File: config.mk
export PLATFORM = sky130hd
export DESIGN_NAME = kmc_div
export DESIGN_NICKNAME = d
export VERILOG_FILES = /design/src/rtl/kmc_pkg.sv /design/src/rtl/kmc_div.sv
export SDC_FILE = /design/constraint.sdc
export NUM_CORES = 1
export LEC_CHECK = 0
export ABC_AREA = 1
export BUFFER_PORTS_ARGS = -buffer_cell sky130_fd_sc_hd__buf_4
export CAP_MARGIN = 20
export CORE_MARGIN = 2
export CORE_UTILIZATION = 45
export DETAILED_ROUTE_END_ITERATION = 6
export PLACE_DENSITY = 0.65
export SLEW_MARGIN = 20
export SYNTH_ARGS = -nofsm -noshare
export SYNTH_HDL_FRONTEND = slang
export SYNTH_SLANG_ARGS = --single-unit
File: constraint.sdc
create_clock -name clk -period 2.4 [get_ports clk]
set_input_delay 0.36 -clock clk [delete_from_list [all_inputs] [get_ports clk]]
set_output_delay 0.36 -clock clk [all_outputs]
set_load 0.02 [all_outputs]
File: src/rtl/kmc_pkg.sv
// shared constants and types of the k-means clustering block
`default_nettype none
package kmc_pkg;
  localparam int MAX_POINTS   = 4096;
  localparam int PT_AW        = $clog2(MAX_POINTS);
  localparam int CNT_W        = PT_AW + 1;
  localparam int MAX_CLUSTERS = 16;
  localparam int CL_AW        = $clog2(MAX_CLUSTERS);
  localparam int K_W          = CL_AW + 1;
  localparam int COORD_W      = 16;
  localparam int SUM_W        = COORD_W + CNT_W;
  localparam int MAG_W        = SUM_W - 1;
  localparam int SQ_W         = 2 * (COORD_W + 1);
  localparam int DIST_W       = SQ_W + 1;
  localparam int RND_W        = 16;
  localparam int CFG_W        = 16;
  localparam int CHANGE_SHIFT = 10;

  // configuration register indexes
  localparam logic CFG_CLUSTER_COUNT = 1'b0;
  localparam logic CFG_MAX_ROUNDS    = 1'b1;

  // divider request and response
  typedef struct packed {
    logic                      start;
    logic signed [SUM_W-1:0]   num_x;
    logic signed [SUM_W-1:0]   num_y;
    logic [CNT_W-1:0]          den;
  } div_req_t;

  typedef struct packed {
    logic                      done;
    logic signed [COORD_W-1:0] q_x;
    logic signed [COORD_W-1:0] q_y;
  } div_rsp_t;
endpackage
`default_nettype wire

File: src/rtl/kmc_div.sv
// shared restoring divider for centroid x and y, truncating toward zero
`default_nettype none
module kmc_div (
  input  wire logic             clk,
  input  wire logic             rst_n,
  input  wire kmc_pkg::div_req_t req,
  output kmc_pkg::div_rsp_t      rsp
);
  localparam int MW = kmc_pkg::MAG_W;
  localparam int DW = kmc_pkg::CNT_W;
  localparam int CW = $clog2(MW);

  logic          run_r, done_r;
  logic [CW-1:0] cnt_r;
  logic [MW-1:0] qx_r, qy_r;
  logic [DW-1:0] rx_r, ry_r, den_r;
  logic          negx_r, negy_r;

  logic [DW:0]   tx, ty, dx, dy;
  logic [MW-1:0] magx, magy, outx, outy;

  // magnitudes of the dividends
  always_comb begin
    magx = req.num_x[kmc_pkg::SUM_W-1] ? MW'(-req.num_x) : MW'(req.num_x);
    magy = req.num_y[kmc_pkg::SUM_W-1] ? MW'(-req.num_y) : MW'(req.num_y);
  end

  // one trial subtraction per cycle per axis
  always_comb begin
    tx = {rx_r, qx_r[MW-1]};
    ty = {ry_r, qy_r[MW-1]};
    dx = tx - {1'b0, den_r};
    dy = ty - {1'b0, den_r};
  end

  always_ff @(posedge clk) begin
    if (!rst_n) begin
      run_r  <= 1'b0;
      done_r <= 1'b0;
      cnt_r  <= '0;
    end else begin
      done_r <= 1'b0;
      if (req.start) begin
        run_r <= 1'b1;
        cnt_r <= '0;
      end else if (run_r) begin
        cnt_r <= cnt_r + 1'b1;
        if (cnt_r == CW'(MW - 1)) begin
          run_r  <= 1'b0;
          done_r <= 1'b1;
        end
      end
    end
  end

  // datapath registers
  always_ff @(posedge clk) begin
    if (req.start) begin
      qx_r   <= magx;
      qy_r   <= magy;
      rx_r   <= '0;
      ry_r   <= '0;
      den_r  <= req.den;
      negx_r <= req.num_x[kmc_pkg::SUM_W-1];
      negy_r <= req.num_y[kmc_pkg::SUM_W-1];
    end else if (run_r) begin
      if (!dx[DW]) begin
        rx_r <= dx[DW-1:0];
        qx_r <= {qx_r[MW-2:0], 1'b1};
      end else begin
        rx_r <= tx[DW-1:0];
        qx_r <= {qx_r[MW-2:0], 1'b0};
      end
      if (!dy[DW]) begin
        ry_r <= dy[DW-1:0];
        qy_r <= {qy_r[MW-2:0], 1'b1};
      end else begin
        ry_r <= ty[DW-1:0];
        qy_r <= {qy_r[MW-2:0], 1'b0};
      end
    end
  end

  // apply signs
  always_comb begin
    outx     = negx_r ? -qx_r : qx_r;
    outy     = negy_r ? -qy_r : qy_r;
    rsp.done = done_r;
    rsp.q_x  = outx[kmc_pkg::COORD_W-1:0];
    rsp.q_y  = outy[kmc_pkg::COORD_W-1:0];
  end
endmodule
`default_nettype wire

==> summary.md, run 1 <==
| Metric | Value |
|---|---|
| Status | `finished, violations left` |
| Failing checks | `negative setup slack` |
| Core Area | `around 0.018 mm^2` |
| Post-DP HPWL | `15.35 mm` |
| Slew HR | `0.5394` |
| First-pass GRT wire length | `~33 mm` |
| CTS tree | `built` |
| Syn_nets | `1284` |
| Yosys reg bits | `104` |
| Period utilization | `1.009` |
| Antenna violations before repair | `0` |
| Syn Std Cell Area | `~0.0083 mm^2` |
| Worst setup margin | `-0.02209 ns` |
| Top cells by area, synth | `edfxtp_1 (26%), nand2_1 (15%), inv_1 (8.7%), dfxtp_1 (8.0%), nand3_1 (6.7%)` |
| Nets | `approximately 1400` |
| WL final | `approximately 20 mm` |
| Critical Path End Type | `output port` |
| CP Class | `reg -> out` |
| Main synth FF type | `edfxtp_1` |
| Max Slew Vio Count | `0` |
| Finish-stage setup viols | `1` |
| Fmax achieved | `412.9 MHz` |
| Layout filler cell count | `1792` |
| DR pass1 iterations | `6` |
| Commonest non-fill, non-tap cell in the layout | `nand2_1` |
| ANT nets after route | `0` |
| Total GRT Usage | `0.2061` |
| Iter 0 DRT Violations | `509` |
| Hold Fails Final Rpt | `0` |
| Gpl congestion | `~0.92` |
| Crit path DAT | `2.06 ns` |
| DR WL/cell | `roughly 13 um` |
| Diodes inserted | `0` |
| Async SR Flop Fraction | `0` |
| Max FO, Critical Path | `3` |
| Max clock buf depth | `2` |
| Starting Density | `0.4596` |
| Setup repair after global routing missed its margin | `yes` |
| H-tree depth | `3` |
| VDD IR max | `0.3511 mV` |
| Synth area leader | `edfxtp_1` |
| Top cell type's share of synthesized area | `0.2574` |
| Max-cap viol count | `0` |
| HP Class | `in -> reg` |
| Number of enable flip-flop cells after synthesis | `71` |
| Area delta synth->final | `18.61%` |
| Hold WS | `0.1745 ns` |
| Leak Pwr | `4.854 nW` |
| Yosys Warn Count | `0` |
| DP Worst Slack | `around 0.24 ns` |
| Vias per cell | `~5` |
| # IOs | `107` |
| CP required | `2.04 ns` |
| Actual slew at the worst max-slew pin | `0.6836 ns` |
| Startpoint Class | `flip-flop` |
| CTS Buf Count | `9` |
| Synth unique cells | `between 40 and 50` |
| DIE HEIGHT | `139.7 um` |
| Gate Count Post-Synth | `1177` |
| Most frequent cells in the layout | `nand2_1 (332), inv_1 (184), buf_4 (132)` |
| Clk_skew | `just under 0.006 ns` |
| Skew-Pair Late Insertion Delay | `0.36 ns` |
| Pwr/cell area | `517.4 mW/mm^2` |
| Largest net degree at the start of global routing | `46` |
| Gr ovfl total | `0` |
| DRC Markers | `0` |
| Via count | `between 7000 and 8000` |
| Die area | `0.01951 mm^2` |
| Register area share after synthesis | `0.3371` |
| Vias in the first global route | `approximately 6800` |
| Clock root buffer | `clkbuf_16` |
| Syn avg cell area | `7.038 um^2` |
| Clock-pin transition on the worst setup and hold timing paths | `around 0.070 ns` |
| Port Buffers | `106` |
| Fraction of layout cells with a size suffix above 1 | `0.1932` |
| Crit path time final | `2.422 ns` |
| Row cnt | `49` |
| Clk sinks | `~100` |
| Die X | `~140 um` |
synthesized netlist by cell type (7+ instances only):
library cell and instances:
nor2_2 7, buf_4 7, o21ai_0 59, a21oi_1 22, nor2_1 79, nor3_1 8, edfxtp_1 71, inv_1 192
clkbuf_1 14, nand2_1 339, nand2_2 27, nand3_2 12, nand3_1 111, xor2_1 47, nand2_4 8, xnor2_1 18
nand3b_1 8, nand4_1 18, a31oi_1 13, dfxtp_1 33, ha_1 31
path summary, 6_finish.rpt:
| check | from | to | slack (ns) | depth (start not counted) |
|---|---|---|---|---|
| max | qy_r[0] | rsp[14] | -0.02 | 9 |
| max reg2reg | den_r[0] | rx_r[8] | 0.22 | 10 |
| min reg2reg | rx_r[0] | rx_r[0] | 0.48 | 2 |
| min | req[10] | den_r[10] | 0.17 | 1 |
report_power, final:
group / switching, mW / internal, mW / leakage [nW] / total (mW)
Clock: 0.721 / 0.821 / 0.144 / 1.54
Sequential: 0.0896 / 2.09 / 0.984 / 2.17
Combinational: 0.819 / 0.549 / 3.73 / 1.37
Total: 1.63 / 3.45 / 4.85 / 5.08
per-stage QoR:
step | std cells | total power [mW] | area [um^2] | TNS (ns) | utilization
after detailed placement | 1492 | 3.493 | 9278 | 0 | 0.5147
final | 1523 | 5.084 | 9826 | -0.02209 | 0.5451
after global placement | 1492 | 3.485 | 9278 | 0 | 0.5147
after global routing | 1523 | 5.341 | 9826 | -0.5098 | 0.5451
after CTS | 1511 | 5.053 | 9630 | -0.01005 | 0.5343
after floorplan | 1177 | 2.997 | 8284 | 0 | -
critical path, cell delays in order (launching register included):
cell,delay (ns)
edfxtp_1,0.41
inv_2,0.10
ha_4,0.14
inv_2,0.04
nor4_4,0.28
nand4_1,0.19
nand2_2,0.16
nand2_2,0.08
xor2_2,0.15
buf_4,0.16
layout make-up:
cell class	count	area, um^2	share of cell area
clock inverters	7	78.83	0.008022
flip-flops and latches	104	2793	0.2842
clock buffers	9	225.2	0.02292
well taps	229	286.5	0.02916
multi-input cells	846	4684	0.4768
repair buffers	135	1033	0.1052
inverters	193	724.4	0.07373
layer usage:
metal	global-route usage	up-vias	share of wire
li1	-	3986	-
met1	0.2896	3436	0.48
met2	0.3399	178	0.47
met3	0.02615	19	0.039
met4	0.04737	0	0.013
met5	0	-	0
registers in the layout, indices dropped and copies added, names as in the netlist, 5 cells and up:
| register | flops |
|---|---|
| qx_r | 28 |
| qy_r | 28 |
| den_r | 13 |
| rx_r | 13 |
| ry_r | 13 |
| cnt_r | 5 |
cells by family after synthesis:
family                   Yosys count  share of synthesized area
adder cells (fa/ha/maj)           33                    0.05165
buffers and inverters            227                     0.1127
AND/OR/NAND/NOR                  635                     0.3533
XOR/XNOR                          65                    0.06872
flip-flops                       104                     0.3371
AO/OA/AOI/OAI                    113                    0.07657
what timing repair did:
item / CTS / global route
setup buffers: 3 / 12
hold buffers: 0 / 0
cloned: 0 / 0
pin swaps: 2 / 14
gates resized for setup: 4 / 34
setup endpoints to repair: 7 / 10
hold endpoints to repair: 0 / 0
Power figures use the tool's default switching activity.
==> run 2: changes to the inputs <==
SKIP_LAST_GASP = 1   (was unset)
==> run 2 against run 1 <==
Net effect:
- the run still ends with negative setup slack left
- utilization about the same
- non-clock buffer count unchanged
- clock skew down 0.00065 ns
- sequential power about the same
- die area unchanged
- power down 0.18%
- register-to-register slack about the same
- critical path depth unchanged
- global-route usage unchanged
- flip-flop and latch count unchanged
- highest routed layer unchanged
==> summary.md, run 2 (synthesized netlist as in run 1, its figures left out) <==
| Metric | Value |
|---|---|
| Hold Fails Final Rpt | `0` |
| Core Area | `~0.018 mm^2` |
| DR pass1 iterations | `5` |
| Largest regs | `qx_r (28), qy_r (28)` |
| Most frequent cells in the layout | `nand2_1 (333), inv_1 (185), buf_4 (132)` |
| Worst setup margin | `-0.02208 ns` |
| Fraction of layout cells with a size suffix above 1 | `0.1917` |
| DR WL/cell | `13.35 um` |
| Largest net degree at the start of global routing | `46` |
| Failing checks | `negative setup slack` |
| Worst r2r path cells | `10` |
| Crit. Startpoint | `qy_r[0]` |
| Clk sinks | `roughly 100` |
| Hold path depth | `1` |
| Via count | `between 7000 and 8000` |
| Commonest non-fill, non-tap cell in the layout | `nand2_1` |
| Met2 Use GR | `0.3399` |
| Grt met1 use | `0.2896` |
| Most used routing layer | `met2` |
| Worst reg2reg startpoint | `den_r[0]` |
| Capture point of the worst reg-to-reg path | `rx_r[8]` |
| Hold path endpoint | `den_r[10]` |
| H-tree depth | `3` |
| Starting Density | `0.4596` |
| Pwr/cell area | `516.8 mW/mm^2` |
| Iter 0 DRT Violations | `539` |
| Crit path time final | `roughly 2.4 ns` |
| DIE HEIGHT | `139.7 um` |
| # IOs | `roughly 110` |
| Vias per cell | `roughly 5.0` |
| Total GRT Usage | `0.2061` |
| Power Total | `5.075 mW` |
| Row cnt | `49` |
| Antenna violations before repair | `0` |
| CP required | `2.04 ns` |
| Critical Path End Type | `output port` |
| Crit path DAT | `2.06 ns` |
| Vias in the first global route | `around 6800` |
| Actual slew at the worst max-slew pin | `0.6834 ns` |
| VDD IR max | `0.3505 mV` |
| Setup repair after global routing missed its margin | `yes` |
| Startpoint Class | `flip-flop` |
| Worst R2R Setup Slack | `0.22 ns` |
| Hold WS | `0.1748 ns` |
| Fin area | `slightly below 0.01 mm^2` |
| Die area | `0.01951 mm^2` |
| CP Class | `reg -> out` |
| Die X | `between 100 and 150 um` |
| WL final | `20.33 mm` |
| Area delta synth->final | `18.55%` |
| HP Class | `in -> reg` |
| Gr ovfl total | `0` |
| First-pass GRT wire length | `32.92 mm` |
| CTS tree | `built` |
| Leak Pwr | `around 4.9 nW` |
| Diodes inserted | `0` |
| Clock root buffer | `clkbuf_16` |
| Hold path start | `req[10]` |
| Fmax achieved | `412.9 MHz` |
| GRT met3 Usage | `0.02615` |
| Status | `finished, violations left` |
| Max FO, Critical Path | `3` |
| Gpl congestion | `between 0.9 and 1` |
| Slew HR | `0.5396` |
| Clock-pin transition on the worst setup and hold timing paths | `0.07 ns` |
| DRC Markers | `0` |
| Max clock buf depth | `2` |
| Clk_skew | `0.005299 ns` |
| Max Slew Vio Count | `0` |
| Port Buffers | `106` |
| Max-cap viol count | `0` |
| Post-DP HPWL | `15.35 mm` |
| CTS Buf Count | `9` |
| Finish-stage setup viols | `1` |
| Skew-Pair Late Insertion Delay | `about 0.36 ns` |
| Placed inst area | `0.009278 mm^2` |
| Period utilization | `1.009` |
| ANT nets after route | `0` |
| Nets | `around 1400` |
| Hold buffer count at cts | `0` |
## run 2: cell types whose count changed in the layout (fill, tap and decap cells not counted)
| cell | previous run | this run |
|---|---|---|
| or2_4 | 1 | 0 |
| nand2_2 | 33 | 32 |
| or2_2 | 5 | 6 |
| inv_1 | 184 | 185 |
| inv_2 | 9 | 8 |
| nand2_1 | 332 | 333 |
## run 2: report_power, final
group | switching, mW | total (mW) | internal, mW
Clock | 0.716 | 1.54 | 0.821
Combinational | 0.818 | 1.36 | 0.547
Sequential | 0.0889 | 2.17 | 2.09
## run 2: area by class of cell
type	instances	area, um^2
Sequential cell	104	2793
Fill cell	1787	8204
Clock inverter	7	78.83
Clock buffer	9	225.2
Timing Repair Buffer	135	1033
Inverter	193	724.4
Tap cell	229	286.5
Multi-Input combinational cell	846	4679
## run 2: metrics by stage
step                      utilization  cells   TNS, ns  setup slack, ns
final                          0.5448   1523  -0.02208         -0.02208
after global routing           0.5448   1523   -0.5386          -0.1474
after CTS                      0.5343   1511  -0.01005         -0.01005
after detailed placement       0.5147   1492         0           0.2388
after global placement         0.5147   1492         0           0.2621
after floorplan                     -   1177         0           0.2052
## run 2: worst max path at each step
stage,to,slack [ns]
floorplan,qx_r[0],0.21
global placement,rsp[14],0.26
detailed placement,rsp[14],0.24
CTS,rsp[14],-0.01
global route,rsp[14],-0.15
finish,rsp[14],-0.02
## run 2: critical path: stages, from the launching register on
cell and delay [ns]:
edfxtp_1 0.41, inv_2 0.11, ha_4 0.14, inv_2 0.04, nor4_4 0.28, nand4_1 0.19, nand2_2 0.16, nand2_2 0.08
xor2_2 0.15, buf_4 0.16
## run 2: timing repair
action	in CTS	in global routing
buffers inserted	3	12
gates resized for setup	4	31
endpoints found under the setup margin	7	10
cloned	0	0
pin swaps	2	14
## run 2: per-layer routing
metal | up-vias | part of all wire
li1 | 3982 | -
met1 | 3452 | 0.48
met2 | 169 | 0.47
met3 | 19 | 0.037
met4 | 0 | 0.013
met5 | - | 0
==> run 3: changes to the inputs <==
CAP_MARGIN = unset   (was 20)
CELL_PAD_IN_SITES_DETAIL_PLACEMENT = 0   (was unset)
CELL_PAD_IN_SITES_GLOBAL_PLACEMENT = 2   (was unset)
CORE_UTILIZATION = 33   (was 45)
CTS_CLUSTER_DIAMETER = 120   (was unset)
PLACE_DENSITY = 0.81   (was 0.65)
==> run 3 against run 2 <==
Net effect:
- utilization decreased by 13 points
- die area increased by 35%
- sequential power about the same
- worst hold slack lost 0.00061 ns
- cell count rose by 6.8%
- clock power grew 10%
- worst setup slack got worse by 0.020 ns
- maximum frequency fell by 0.84%
- clock skew is 0.0074 ns higher
- global-route usage down 3.2 points
- flip-flop and latch count is the same
- register-to-register slack gained 0.12 ns
- the run still ends with negative setup slack left
==> summary.md, run 3 (synthesized netlist as in run 1, its figures left out) <==
| Metric | Value |
|---|---|
| DR WL/cell | `13.96 um` |
| Setup repair after global routing missed its margin | `yes` |
| Vias per cell | `4.612` |
| Total GRT Usage | `0.1743` |
| Max-cap viol count | `0` |
| ANT nets after route | `0` |
| Max FO, Critical Path | `3` |
| VDD IR max | `0.3057 mV` |
| Max Slew Vio Count | `0` |
| Period utilization | `1.018` |
| CP top delay family | `simple AND/OR/NAND/NOR gates` |
| Layout filler cell count | `2563` |
| Worst setup margin | `-0.04251 ns` |
| Util after Layout | `0.4102` |
| Hold buffer count at cts | `0` |
| Worst R2R Setup Slack | `0.34 ns` |
| Seq pwr share | `0.412` |
| Largest net degree at the start of global routing | `59` |
| Port Buffers | `106` |
| Core Area | `0.02446 mm^2` |
| Diodes inserted | `0` |
| Skew-Pair Late Insertion Delay | `~0.36 ns` |
| Startpoint Class | `flip-flop` |
| Vias in the first global route | `7070` |
| Starting Density | `0.3387` |
| Via count | `7499` |
| # IOs | `around 110` |
| DIE HEIGHT | `162.4 um` |
| CTS Buf Count | `9` |
| Gr ovfl total | `0` |
| HP Class | `in -> reg` |
| Crit path time final | `2.443 ns` |
| Power share of the clock group | `0.323` |
| Fraction of layout cells with a size suffix above 1 | `0.1974` |
| Clk sinks | `between 100 and 150` |
| Internal power | `3.585 mW` |
| Actual slew at the worst max-slew pin | `~0.68 ns` |
| Iter 0 DRT Violations | `456` |
| First-pass GRT wire length | `36.49 mm` |
| H-tree depth | `3` |
| Area delta synth->final | `21.13%` |
| Post-DP HPWL | `approximately 17 mm` |
| Pwr/cell area | `~530 mW/mm^2` |
| Die area | `0.02639 mm^2` |
| Nets | `1404` |
| Die X | `approximately 160 um` |
| CP Buf/Inv Count | `3` |
| Critical Path End Type | `output port` |
| CP Class | `reg -> out` |
| DR pass1 iterations | `5` |
| Most frequent cells in the layout | `nand2_1 (334), inv_1 (185), buf_4 (140)` |
| Row cnt | `57` |
| Clock root buffer | `clkbuf_16` |
| Leak Pwr | `4.916 nW` |
| WL final | `22.70 mm` |
| Logic pwr share | `0.266` |
| CP required | `2.04 ns` |
| Commonest non-fill, non-tap cell in the layout | `nand2_1` |
| Failing checks | `negative setup slack` |
| Max clock buf depth | `2` |
| CP max-delay cell | `edfxtp_1` |
| Psw | `1.691 mW` |
| Clock-pin transition on the worst setup and hold timing paths | `0.08 ns` |
| DRC Markers | `0` |
| Hold Fails Final Rpt | `0` |
| Switching Fraction | `0.3205` |
| Gpl congestion | `0.8304` |
| Status | `finished, violations left` |
| Finish-stage setup viols | `2` |
| Clk_skew | `0.01273 ns` |
| Crit path DAT | `2.08 ns` |
| Layout Cells excl Fill | `roughly 1600` |
| Slew HR | `0.5414` |
| Fmax achieved | `409.4 MHz` |
| Crit-path max cell delay | `between 0.4 and 0.5 ns` |
| Antenna violations before repair | `0` |
| CTS tree | `built` |
| Crit-path cells | `inv_2 > ha_4 > inv_2 > nor4_4 > nand4_1 > nand2_2 > nand2_2 > xor2_2 > buf_6` |
| Largest regs | `qx_r (28), qy_r (28)` |
| Inst Count DP | `between 1500 and 2000` |
[run 3: cell types whose count changed in the layout (fill, tap and decap cells not counted), sizes merged]
| cell | before | now |
|---|---|---|
| bufinv | 1 | 2 |
| clkinvlp | 2 | 0 |
| clkinv | 2 | 3 |
| buf | 135 | 143 |
[run 3: final timing paths]
kind,startpoint,end,depth (start not counted)
max,qy_r[0],rsp[14],9
min,req[2],den_r[2],1
max reg2reg,den_r[1],rx_r[8],13
min reg2reg,ry_r[8],ry_r[8],2
[run 3: final cells by class]
| type | instances | area (um^2) | area share |
|---|---|---|---|
| Multi-Input combinational cell | 846 | 4679 | 0.4663 |
| Sequential cell | 104 | 2793 | 0.2783 |
| Timing Repair Buffer | 143 | 1094 | 0.1090 |
| Inverter | 193 | 724.4 | 0.07219 |
| Tap cell | 324 | 405.4 | 0.04040 |
| Clock buffer | 9 | 225.2 | 0.02244 |
| Clock inverter | 7 | 113.9 | 0.01135 |
[run 3: per-layer routing]
metal,up-vias,routed length (um),global-route usage
met5,-,0,0
met4,0,466,0.04948
met3,27,798,0.02928
met2,143,10140,0.2754
met1,3327,11290,0.2456
li1,4002,-,-
[run 3: worst register-to-register path, delay by kind of cell (launching register included)]
| kind | cells | cell delay [ns] |
|---|---|---|
| fa+ha+maj | 1 | 0.31 |
| buf+inv | 1 | 0.12 |
| flops | 1 | 0.45 |
| simple gates | 11 | 1.07 |
[run 3: through the flow]
stage | setup WS (ns) | total power, mW | area [um^2] | hold WS (ns) | setup TNS [ns]
after floorplan | 0.2052 | 2.997 | 8284 | 0.4487 | 0
after global placement | 0.2146 | 3.537 | 9434 | 0.4675 | 0
after detailed placement | 0.2127 | 3.535 | 9434 | 0.4669 | 0
after CTS | -0.01996 | 5.279 | 9837 | 0.1569 | -0.03003
after global routing | -0.1884 | 5.566 | 10030 | 0.1486 | -0.7170
final | -0.04251 | 5.276 | 10030 | 0.1742 | -0.05752
[run 3: power by group through the flow]
stage                     Sequential [mW]  Clock [mW]  Combinational [mW]
after floorplan                      2.18           0               0.813
final                                2.17        1.70                1.40
after global placement               2.21           0                1.33
after CTS                            2.17        1.76                1.35
after detailed placement             2.21           0                1.32
after global routing                 2.19        1.83                1.55
[run 3: timing repair]
action,in CTS,in global routing
cloned,0,0
pin swaps,1,16
setup endpoints to repair,6,12
resized for setup,5,31
endpoints found under the hold margin,0,0
buffers inserted,4,14
